--- src/design/lfu_cache_policy_defines.svh ---
// Assertion macros for the LFU cache policy block.
// Included by design files that carry concurrent checks; expects clk and rst_n in scope.
`ifndef LFU_CACHE_POLICY_DEFINES_SVH
`define LFU_CACHE_POLICY_DEFINES_SVH

`ifndef NO_ASSERTIONS
// Check that is switched off while reset is asserted.
`define LFU_ASSERT(lbl, prop, msg) \
  lbl: assert property (@(posedge clk) disable iff (!rst_n) prop) else $error(msg);
// Check that also looks at the reset cycles themselves.
`define LFU_ASSERT_RST(lbl, prop, msg) \
  lbl: assert property (@(posedge clk) prop) else $error(msg);
`else
`define LFU_ASSERT(lbl, prop, msg)
`define LFU_ASSERT_RST(lbl, prop, msg)
`endif

`endif

--- src/design/lfu_pkg.sv ---
// Shared types and constants for the LFU cache policy block.
// Depends on nothing; used by lfu_cache_policy and the testbench.
package lfu_pkg;

  // Width of the access stamps and of the access clock.
  localparam int STAMP_W = 48;
  // Width of the capacity register.
  localparam int CAP_W = 5;
  // Capacity after reset.
  localparam logic [CAP_W-1:0] CAP_RESET = 5'd16;

  // Operation codes carried in the mode field.
  localparam logic MODE_GET = 1'b0;
  localparam logic MODE_PUT = 1'b1;

  // One input word: an access request.
  typedef struct packed {
    logic               mode;
    logic signed [31:0] lookup_key;
    logic signed [31:0] store_value;
  } in_word_t;

  // One result word.
  typedef struct packed {
    logic               hit;
    logic signed [31:0] read_value;
    logic               evicted;
    logic signed [31:0] evicted_key;
  } out_word_t;

  // Sequencer states.
  typedef enum logic [1:0] {
    ST_IDLE,
    ST_SCAN,
    ST_WRITE,
    ST_DONE
  } lfu_state_t;

endpackage

--- src/design/lfu_cache_policy.sv ---
// Top level of the LFU cache policy block: entry memory, scan sequencer and output register.
// Depends on lfu_pkg and on lfu_cache_policy_defines.svh for its checks.
//
// Usage: a key-value cache with least-frequently-used replacement, oldest access among
// equal counts. Requests enter on in_valid/in_ready as an lfu_pkg::in_word_t word (get or
// put); one result word per request leaves on out_valid/out_ready. cfg_valid/cfg_ready
// write the capacity register; write it only while no request is in flight.
// Each request scans all ENTRIES slots of the entry memory (one write port, one registered
// read port), one slot per cycle, looking for the key, the first free slot and the victim.
// A write-back state then updates the touched slot, and a done state loads the result.
// A new request is accepted only once the previous one has left the done state, so the
// memory scan sets the request rate.
// The next request is accepted while the previous result still waits in the output
// register; if the receiver stalls longer, the finished request holds before loading.
// Reset (synchronous, active low) clears all slot valid bits, the access clock, the
// output valid flag and sets the capacity to 16. No clearing pass is needed: the
// memory contents are only read for valid slots.
`include "lfu_cache_policy_defines.svh"

module lfu_cache_policy #(
  parameter int ENTRIES     = 16,
  parameter int COUNT_WIDTH = 16
) (
  input  logic                clk,
  input  logic                rst_n,
  // Request channel
  input  logic                in_valid,
  output logic                in_ready,
  input  lfu_pkg::in_word_t   in_data,
  // Result channel
  output logic                out_valid,
  input  logic                out_ready,
  output lfu_pkg::out_word_t  out_data,
  // Capacity register write channel
  input  logic                cfg_valid,
  output logic                cfg_ready,
  input  logic [lfu_pkg::CAP_W-1:0] cfg_data
);

  localparam int IDX_W = (ENTRIES > 1) ? $clog2(ENTRIES) : 1;
  localparam int CNT_W = $clog2(ENTRIES + 1);
  localparam int CMP_W = (CNT_W > lfu_pkg::CAP_W) ? CNT_W : lfu_pkg::CAP_W;
  localparam logic [IDX_W:0]   ENTRIES_C = (IDX_W + 1)'(ENTRIES);
  localparam logic [IDX_W-1:0] LAST_IDX  = IDX_W'(ENTRIES - 1);
  localparam logic [CMP_W-1:0] ENTRIES_W = CMP_W'(ENTRIES);

  // Contents of one memory slot.
  typedef struct packed {
    logic [31:0]                  key;
    logic [31:0]                  value;
    logic [COUNT_WIDTH-1:0]       count;
    logic [lfu_pkg::STAMP_W-1:0]  stamp;
  } ent_t;

  // Control registers
  lfu_pkg::lfu_state_t           state_r, state_nxt;
  logic                          out_valid_r, out_valid_nxt;
  logic [ENTRIES-1:0]            valid_r, valid_nxt;
  logic [lfu_pkg::CAP_W-1:0]     capacity_r, capacity_nxt;
  logic [lfu_pkg::STAMP_W-1:0]   stamp_clk_r, stamp_clk_nxt;
  logic [IDX_W:0]                iss_r, iss_nxt;
  logic                          chk_vld_r, chk_vld_nxt;

  // Payload and scan registers
  lfu_pkg::out_word_t            out_data_r, out_data_nxt;
  lfu_pkg::out_word_t            res_r, res_nxt;
  lfu_pkg::in_word_t             item_r, item_nxt;
  logic [IDX_W-1:0]              chk_idx_r, chk_idx_nxt;
  logic [CNT_W-1:0]              used_r, used_nxt;
  logic                          found_r, found_nxt;
  logic [IDX_W-1:0]              found_idx_r, found_idx_nxt;
  logic [31:0]                   found_val_r, found_val_nxt;
  logic [COUNT_WIDTH-1:0]        found_cnt_r, found_cnt_nxt;
  logic                          free_found_r, free_found_nxt;
  logic [IDX_W-1:0]              free_idx_r, free_idx_nxt;
  logic                          vic_found_r, vic_found_nxt;
  logic [IDX_W-1:0]              vic_idx_r, vic_idx_nxt;
  logic [COUNT_WIDTH-1:0]        vic_cnt_r, vic_cnt_nxt;
  logic [lfu_pkg::STAMP_W-1:0]   vic_age_r, vic_age_nxt;
  logic [31:0]                   vic_key_r, vic_key_nxt;

  // Entry memory
  ent_t                          mem [ENTRIES];
  ent_t                          rd_ent_r;
  logic [IDX_W-1:0]              rd_idx;
  logic                          mem_we;
  logic [IDX_W-1:0]              wr_idx;
  ent_t                          wr_ent;

  // Effective capacity and occupancy at compare width
  logic [CMP_W-1:0]              cap_eff;
  logic [CMP_W-1:0]              used_ext;
  logic [lfu_pkg::STAMP_W-1:0]   age;
  logic                          chk_slot_vld;

  assign cfg_ready = 1'b1;
  assign out_valid = out_valid_r;
  assign out_data  = out_data_r;
  assign rd_idx    = iss_r[IDX_W-1:0];

  assign cap_eff = (CMP_W'(capacity_r) > ENTRIES_W) ? ENTRIES_W : CMP_W'(capacity_r);
  assign used_ext     = CMP_W'(used_r);
  assign age          = stamp_clk_r - rd_ent_r.stamp;
  assign chk_slot_vld = valid_r[chk_idx_r];

  // Capacity register
  always_comb begin
    capacity_nxt = capacity_r;
    if (cfg_valid) begin
      capacity_nxt = cfg_data;
    end
  end

  // Sequencer: next state, scan bookkeeping and write-back decision
  always_comb begin
    state_nxt      = state_r;
    out_valid_nxt  = out_valid_r;
    out_data_nxt   = out_data_r;
    res_nxt        = res_r;
    item_nxt       = item_r;
    valid_nxt      = valid_r;
    stamp_clk_nxt  = stamp_clk_r;
    iss_nxt        = iss_r;
    chk_vld_nxt    = chk_vld_r;
    chk_idx_nxt    = chk_idx_r;
    used_nxt       = used_r;
    found_nxt      = found_r;
    found_idx_nxt  = found_idx_r;
    found_val_nxt  = found_val_r;
    found_cnt_nxt  = found_cnt_r;
    free_found_nxt = free_found_r;
    free_idx_nxt   = free_idx_r;
    vic_found_nxt  = vic_found_r;
    vic_idx_nxt    = vic_idx_r;
    vic_cnt_nxt    = vic_cnt_r;
    vic_age_nxt    = vic_age_r;
    vic_key_nxt    = vic_key_r;
    in_ready       = 1'b0;
    mem_we         = 1'b0;
    wr_idx         = '0;
    wr_ent         = '0;

    // The receiver takes the waiting result word.
    if (out_valid_r && out_ready) begin
      out_valid_nxt = 1'b0;
    end

    case (state_r)
      lfu_pkg::ST_IDLE: begin
        in_ready = 1'b1;
        if (in_valid) begin
          item_nxt       = in_data;
          iss_nxt        = '0;
          chk_vld_nxt    = 1'b0;
          used_nxt       = '0;
          found_nxt      = 1'b0;
          free_found_nxt = 1'b0;
          vic_found_nxt  = 1'b0;
          state_nxt      = lfu_pkg::ST_SCAN;
        end
      end

      lfu_pkg::ST_SCAN: begin
        // Issue the next slot read.
        if (iss_r < ENTRIES_C) begin
          chk_vld_nxt = 1'b1;
          chk_idx_nxt = iss_r[IDX_W-1:0];
          iss_nxt     = iss_r + 1'b1;
        end else begin
          chk_vld_nxt = 1'b0;
        end
        // Examine the slot whose data arrived this cycle.
        if (chk_vld_r) begin
          if (chk_slot_vld) begin
            used_nxt = used_r + 1'b1;
            if (rd_ent_r.key == item_r.lookup_key) begin
              found_nxt     = 1'b1;
              found_idx_nxt = chk_idx_r;
              found_val_nxt = rd_ent_r.value;
              found_cnt_nxt = rd_ent_r.count;
            end
            // Lowest count wins; among equal counts the oldest access wins.
            if (!vic_found_r || (rd_ent_r.count < vic_cnt_r) ||
                ((rd_ent_r.count == vic_cnt_r) && (age > vic_age_r))) begin
              vic_found_nxt = 1'b1;
              vic_idx_nxt   = chk_idx_r;
              vic_cnt_nxt   = rd_ent_r.count;
              vic_age_nxt   = age;
              vic_key_nxt   = rd_ent_r.key;
            end
          end else if (!free_found_r) begin
            free_found_nxt = 1'b1;
            free_idx_nxt   = chk_idx_r;
          end
          if (chk_idx_r == LAST_IDX) begin
            state_nxt = lfu_pkg::ST_WRITE;
          end
        end
      end

      lfu_pkg::ST_WRITE: begin
        res_nxt   = '0;
        state_nxt = lfu_pkg::ST_DONE;
        if (found_r) begin
          // Hit: raise count, stamp, take the put value; a put at capacity 0 writes nothing.
          res_nxt.hit  = 1'b1;
          wr_idx       = found_idx_r;
          wr_ent.key   = item_r.lookup_key;
          wr_ent.value = found_val_r;
          wr_ent.count = (&found_cnt_r) ? found_cnt_r : found_cnt_r + COUNT_WIDTH'(1);
          wr_ent.stamp = stamp_clk_r;
          if (item_r.mode == lfu_pkg::MODE_GET) begin
            res_nxt.read_value = found_val_r;
            mem_we             = 1'b1;
          end else if (cap_eff != '0) begin
            wr_ent.value = item_r.store_value;
            mem_we       = 1'b1;
          end
        end else if ((item_r.mode == lfu_pkg::MODE_PUT) && (cap_eff != '0)) begin
          // Miss on a put: insert, evicting first when the cache is full.
          wr_ent.key   = item_r.lookup_key;
          wr_ent.value = item_r.store_value;
          wr_ent.count = COUNT_WIDTH'(1);
          wr_ent.stamp = stamp_clk_r;
          if ((used_ext >= cap_eff) && vic_found_r) begin
            res_nxt.evicted     = 1'b1;
            res_nxt.evicted_key = vic_key_r;
            wr_idx              = vic_idx_r;
            mem_we              = 1'b1;
          end else if (free_found_r) begin
            wr_idx = free_idx_r;
            mem_we = 1'b1;
          end
        end
        if (mem_we) begin
          valid_nxt[wr_idx] = 1'b1;
          stamp_clk_nxt     = stamp_clk_r + 1'b1;
        end
      end

      lfu_pkg::ST_DONE: begin
        // Load the result once the output register is free.
        if (!out_valid_r || out_ready) begin
          out_valid_nxt = 1'b1;
          out_data_nxt  = res_r;
          state_nxt     = lfu_pkg::ST_IDLE;
        end
      end

      default: begin
        state_nxt = lfu_pkg::ST_IDLE;
      end
    endcase
  end

  // Control registers with reset
  always_ff @(posedge clk) begin
    if (!rst_n) begin
      state_r     <= lfu_pkg::ST_IDLE;
      out_valid_r <= 1'b0;
      valid_r     <= '0;
      capacity_r  <= lfu_pkg::CAP_RESET;
      stamp_clk_r <= '0;
      iss_r       <= '0;
      chk_vld_r   <= 1'b0;
    end else begin
      state_r     <= state_nxt;
      out_valid_r <= out_valid_nxt;
      valid_r     <= valid_nxt;
      capacity_r  <= capacity_nxt;
      stamp_clk_r <= stamp_clk_nxt;
      iss_r       <= iss_nxt;
      chk_vld_r   <= chk_vld_nxt;
    end
  end

  // Payload and scan registers
  always_ff @(posedge clk) begin
    out_data_r   <= out_data_nxt;
    res_r        <= res_nxt;
    item_r       <= item_nxt;
    chk_idx_r    <= chk_idx_nxt;
    used_r       <= used_nxt;
    found_r      <= found_nxt;
    found_idx_r  <= found_idx_nxt;
    found_val_r  <= found_val_nxt;
    found_cnt_r  <= found_cnt_nxt;
    free_found_r <= free_found_nxt;
    free_idx_r   <= free_idx_nxt;
    vic_found_r  <= vic_found_nxt;
    vic_idx_r    <= vic_idx_nxt;
    vic_cnt_r    <= vic_cnt_nxt;
    vic_age_r    <= vic_age_nxt;
    vic_key_r    <= vic_key_nxt;
  end

  // Entry memory: one write port, one registered read port
  always_ff @(posedge clk) begin
    if (mem_we) begin
      mem[wr_idx] <= wr_ent;
    end
    rd_ent_r <= mem[rd_idx];
  end

  // Checks on the sequencer
  `LFU_ASSERT(a_accept_leaves_idle, in_valid && in_ready |=> state_r == lfu_pkg::ST_SCAN, "accepted word did not start a scan")
  `LFU_ASSERT(a_write_only_in_wb, mem_we |-> state_r == lfu_pkg::ST_WRITE, "memory written outside write-back")
  `LFU_ASSERT(a_result_from_done, $rose(out_valid_r) |-> $past(state_r) == lfu_pkg::ST_DONE, "result loaded outside done state")
  `LFU_ASSERT(a_clock_step, (stamp_clk_r != $past(stamp_clk_r)) && $past(rst_n) |-> $past(state_r) == lfu_pkg::ST_WRITE && stamp_clk_r == $past(stamp_clk_r) + 1'b1, "access clock moved outside write-back")
  `LFU_ASSERT_RST(a_reset_idle, !rst_n |=> !out_valid_r && state_r == lfu_pkg::ST_IDLE && valid_r == '0, "reset left state behind")

endmodule

--- config.mk ---
export PLATFORM = sky130hd
export DESIGN_NAME = lfu_cache_policy
export DESIGN_NICKNAME = d
export VERILOG_FILES = /design/src/design/lfu_pkg.sv /design/src/design/lfu_cache_policy.sv
export VERILOG_INCLUDE_DIRS = /design/src /design/src/design
export SDC_FILE = /design/constraint.sdc
export NUM_CORES = 2
export LEC_CHECK = 0
export ABC_AREA = 1
export BUFFER_PORTS_ARGS = -buffer_cell sky130_fd_sc_hd__buf_2
export CAP_MARGIN = 40
export CORE_MARGIN = 8
export CORE_UTILIZATION = 35
export CTS_CLUSTER_SIZE = 8
export DETAILED_ROUTE_END_ITERATION = 12
export GPL_TIMING_DRIVEN = 0
export SLEW_MARGIN = 40
export SYNTH_ARGS = -nofsm -noshare
export SYNTH_HDL_FRONTEND = slang
export SYNTH_SLANG_ARGS = --single-unit
--- constraint.sdc ---
create_clock -name clk -period 11.9 [get_ports clk]
set_clock_uncertainty 0.15 [all_clocks]
set_input_delay 1.19 -clock clk [delete_from_list [all_inputs] [get_ports clk]]
set_output_delay 1.19 -clock clk [all_outputs]
set_load 0.02 [all_outputs]
==> report_table.html <==
<table>
<tr><th>Metric</th><th>Value</th></tr>
<tr><th colspan="2">Status</th></tr>
<tr><td>Status</td><td>finished clean</td></tr>
<tr><th colspan="2">Die</th></tr>
<tr><td>I/O pin count</td><td>144</td></tr>
<tr><td>Die height</td><td>564 µm</td></tr>
<tr><td>Area of the core region</td><td>roughly 0.30 mm²</td></tr>
<tr><td>Starting Density</td><td>about a third</td></tr>
<tr><td>Number of rows created at floorplan</td><td>between 200 and 250</td></tr>
<tr><td>Chip Width</td><td>approximately 560 µm</td></tr>
<tr><td>Overall die area</td><td>between 0.3 and 0.4 mm²</td></tr>
<tr><th colspan="2">CTS</th></tr>
<tr><td>Number of levels in the clock H-tree</td><td>5</td></tr>
<tr><td>TritonCTS clock tree</td><td>done</td></tr>
<tr><td>Hold-fix buffers at CTS</td><td>0</td></tr>
<tr><td>Insertion delay to the later sink of the worst-skew pair</td><td>0.99 ns</td></tr>
<tr><td>Cells resized by post-CTS repair</td><td>0</td></tr>
<tr><td>Buffers inserted by post-CTS timing repair</td><td>0</td></tr>
<tr><td>Worst-path clk slew</td><td>approximately 0.05 ns</td></tr>
<tr><td>Bufs on Longest Clock Path</td><td>4</td></tr>
<tr><td>Number of clock buffers inserted by TritonCTS</td><td>~380</td></tr>
<tr><td>Clock sink total</td><td>around 2,600</td></tr>
<tr><td>CTS Root Cell</td><td>clkbuf_16</td></tr>
<tr><th colspan="2">Worst setup path</th></tr>
<tr><td>Data required time at the worst endpoint</td><td>~12 ns</td></tr>
<tr><td>Cell with the largest stage delay on the worst path</td><td>fa_1</td></tr>
<tr><td>Highest cell delay on the worst timing path</td><td>between 0.5 and 0.6 ns</td></tr>
<tr><td>Worst Path Arrival</td><td>6.94 ns</td></tr>
<tr><td>WS Path Type</td><td>reg2reg</td></tr>
<tr><td>Critical path's most frequent cell</td><td>nand2_1</td></tr>
<tr><td>Critical path launch point type</td><td>flip-flop</td></tr>
<tr><td>CP max FO</td><td>between 50 and 60</td></tr>
<tr><td>Critical path capture point type</td><td>flip-flop</td></tr>
<tr><th colspan="2">Synthesis</th></tr>
<tr><td>Leading register cell type out of synthesis</td><td>edfxtp_1</td></tr>
<tr><td>Count of cell types in the netlist</td><td>61</td></tr>
<tr><td>Post-synthesis async set-or-reset flop share</td><td>0%</td></tr>
<tr><td>Sequential share of the synthesized area</td><td>73.0%</td></tr>
<tr><td>EDFF count, synth</td><td>between 2,000 and 2,500</td></tr>
<tr><td>Syn_nets</td><td>between 8,000 and 9,000</td></tr>
<tr><td>Post-synth design cell area</td><td>0.105 mm²</td></tr>
<tr><td>Cell taking the most area after synthesis</td><td>edfxtp_1</td></tr>
<tr><td>Yosys warnings</td><td>0</td></tr>
<tr><td>Cell types with the highest counts after synthesis</td><td>edfxtp_1 (2,413), nor2_1 (1,529), nand2_1 (738)</td></tr>
<tr><td>Number of synthesized register bits</td><td>2,619</td></tr>
<tr><td>Count of mapped cells out of synthesis</td><td>8,066</td></tr>
<tr><td>Cell with the most instances after synthesis</td><td>edfxtp_1</td></tr>
<tr><td>Top area cells in the synthesized netlist</td><td>edfxtp_1 (69%), nor2_1 (5.5%), dfxtp_1 (3.9%)</td></tr>
<tr><td>Share of the synthesized area in the top cell type</td><td>69.1%</td></tr>
<tr><td>Synthesized area per cell</td><td>13.0 µm²</td></tr>
<tr><th colspan="2">STA</th></tr>
<tr><td>Slew HR</td><td>a little under 40%</td></tr>
<tr><td>Final Max Slew Viols</td><td>0</td></tr>
<tr><td>Final critical path time including I/O delays and setup</td><td>between 6 and 7 ns</td></tr>
<tr><td>Peak clock frequency supported by timing</td><td>152 MHz</td></tr>
<tr><td>Share of the cycle needed by the critical path after routing</td><td>55.1%</td></tr>
<tr><td>Number of hold violations in the final report</td><td>0</td></tr>
<tr><td>Hold Worst Slack</td><td>roughly 0.21 ns</td></tr>
<tr><td>Setup repair after global routing missed its margin</td><td>no</td></tr>
<tr><td>Slew at the pin with the worst max-slew slack</td><td>around 0.9 ns</td></tr>
<tr><td>Final count of negative-setup-slack endpoints</td><td>0</td></tr>
<tr><td>Post-Route Setup TNS</td><td>0 ns</td></tr>
<tr><th colspan="2">Power</th></tr>
<tr><td>Total leakage power</td><td>40.1 nW</td></tr>
<tr><td>Pwr dens</td><td>slightly above 200 mW/mm²</td></tr>
<tr><td>Power, Total</td><td>between 0.02 and 0.03 W</td></tr>
<tr><td>Portion of total power attributed to sequential cells</td><td>a little over two fifths</td></tr>
<tr><td>Int Pwr</td><td>about 0.018 W</td></tr>
<tr><td>Net switching power</td><td>roughly 0.0075 W</td></tr>
<tr><td>Sw frac</td><td>between 20% and 30%</td></tr>
<tr><td>Combinational power share</td><td>between 10% and 20%</td></tr>
<tr><td>Largest vdd supply drop</td><td>0.137 mV</td></tr>
<tr><td>Clock share of power</td><td>a little under two fifths</td></tr>
<tr><th colspan="2">Placed design</th></tr>
<tr><td>Half-perimeter wire length of the detailed placement result</td><td>about 220,000 µm</td></tr>
<tr><td>Dpl cells</td><td>12,300</td></tr>
<tr><td>Number of buffers inserted by port buffering</td><td>around 140</td></tr>
<tr><td>RD Place Congestion</td><td>0.896</td></tr>
<tr><th colspan="2">Detailed routing</th></tr>
<tr><td>Violation count after the first detailed-route iteration</td><td>7,303</td></tr>
<tr><td>Vias</td><td>roughly 70,000</td></tr>
<tr><td>Number of vias per cell</td><td>between 5 and 6</td></tr>
<tr><td>DRC violation count after routing</td><td>0</td></tr>
<tr><td>Detail Route Antenna Nets</td><td>0</td></tr>
<tr><td>Number of iterations in the first detailed-routing pass</td><td>6</td></tr>
<tr><td>Routed wirelength normalized by instance count</td><td>around 25 µm</td></tr>
<tr><td>Final wirelength</td><td>326,000 µm</td></tr>
<tr><th colspan="2">Global routing</th></tr>
<tr><td>Via count of the first global-routing pass</td><td>around 69,000</td></tr>
<tr><td>Overall overflow remaining after global route</td><td>0</td></tr>
<tr><td>Overall track demand over capacity in global routing</td><td>19.8%</td></tr>
<tr><td>Global-route wire length before repair</td><td>between 400,000 and 500,000 µm</td></tr>
<tr><td>Largest net degree at the start of global routing</td><td>between 50 and 60</td></tr>
<tr><td>Antenna violations before repair</td><td>21</td></tr>
<tr><th colspan="2">Finish</th></tr>
<tr><td>Total Nets Final</td><td>8,890</td></tr>
<tr><td>Combined flip-flop and latch cell area</td><td>around 0.077 mm²</td></tr>
<tr><td>Number of cells in the finished layout apart from fillers</td><td>12,900</td></tr>
<tr><td>Synth-to-Final Area Change</td><td>18.5%</td></tr>
<tr><td>Final-layout fill cell count</td><td>approximately 27,000</td></tr>
<tr><td>Fraction of final layout cells with drive strength greater than 1</td><td>10.9%</td></tr>
<tr><td>Layout Utilization</td><td>between 40% and 50%</td></tr>
<tr><td>Area of combinational cells with multiple inputs</td><td>0.0255 mm²</td></tr>
<tr><th colspan="2">Job</th></tr>
<tr><td>Max-cap check violation count</td><td>0</td></tr>
<tr><th colspan="2">Worst hold path</th></tr>
<tr><td>Hold Crit Class</td><td>reg2reg</td></tr>
</table>
## cell usage in the layout (no fill, tap or decap), drive strengths merged, types with 206 or more instances in the layout
cell / n
mux2i: 206
inv: 431
edfxtp: 2413
o32ai: 306
o21ai: 618
o221ai: 206
nand3: 310
dfxtp: 206
nor2: 1535
clkbuf: 936
buf: 381
nand2: 742
## cells by family after synthesis
group / share of synthesized area (%)
AOI/OAI and AO/OA: 9.01
xor gates and xnor gates: 0.760
adders and majority gates: 1.50
buffers and inverters: 3.29
DFF: 73.0
muxes: 1.97
other: 0.00357
and+or+nand+nor: 10.5
## power groups by stage
stage | Combinational (W) | Clock, W | Sequential [W]
after detailed placement | 0.00457 | 0 | 0.0113
after global placement | 0.00429 | 0 | 0.0114
final | 0.00464 | 0.00970 | 0.0112
after CTS | 0.00460 | 0.00979 | 0.0112
after global routing | 0.00496 | 0.0102 | 0.0112
after floorplan | 0.00251 | 0 | 0.0113
## layout make-up
type	instances	share of cell area, %
diodes	15	0.0302
plain buffers	439	1.55
clock buffers	634	8.46
clock inverters	13	0.104
inverters	425	1.37
multi-input cells	4583	20.5
flip-flops and latches	2619	61.6
well taps	3958	3.98
repair buffers	244	2.39
## critical path, delay by kind of cell, from the launching register on
kind / cells / cell delay [ns]
flops: 1 / 0.37
compound gates: 2 / 0.71
simple gates: 15 / 2.43
fa+ha+maj: 3 / 1.04
buf+inv: 4 / 1.12
xor+xnor: 1 / 0.17
## through the flow
stage | instance area, µm² | setup WS (ns)
3_3_place_gp | 111000 | -5.47
2_1_floorplan | 105000 | 3.15
4_1_cts | 124000 | 5.47
5_1_grt | 124000 | 5.07
3_5_place_dp | 114000 | 5.54
6_report | 124000 | 5.34
## path summary, 6_finish.rpt
kind	startpoint	to	slack, ns	depth (start not counted)
setup reg to reg	stamp_clk_r[0]$_SDFFE_PN0P_	vic_age_r[42]$_DFFE_PP_	5.34	25
hold reg to reg	res_r[28]$_SDFFCE_PP0P_	out_data[28]$_DFFE_PP_	0.21	0
hold / removal	res_r[28]$_SDFFCE_PP0P_	out_data[28]$_DFFE_PP_	0.21	0
setup / recovery	stamp_clk_r[0]$_SDFFE_PN0P_	vic_age_r[42]$_DFFE_PP_	5.34	25
## metal layers
metal  wire length (µm)  up-vias  global-route usage [%]  share of wire (%)
met5                279        -                       0              0.086
met4              12300       11                    7.70                3.8
met3              28700      597                    4.03                8.8
met2             154000     3348                    32.7                 47
met1             130000    34800                    25.6                 40
li1                   -    30900                       -                  -
## sequential cells by signal, indices dropped and copies added (netlist names), 2 cells and up
name / count
mem: 2048
rd_ent_r: 128
out_data: 66
res_r: 66
item_r: 65
stamp_clk_r: 48
vic_age_r: 48
found_val_r: 32
vic_key_r: 32
found_cnt_r: 16
valid_r: 16
vic_cnt_r: 16
capacity_r: 5
iss_r: 5
used_ext: 5
chk_idx_r: 4
found_idx_r: 4
free_idx_r: 4
vic_idx_r: 4
state_r: 2
Note: power is estimated with default switching activity, not from simulation.
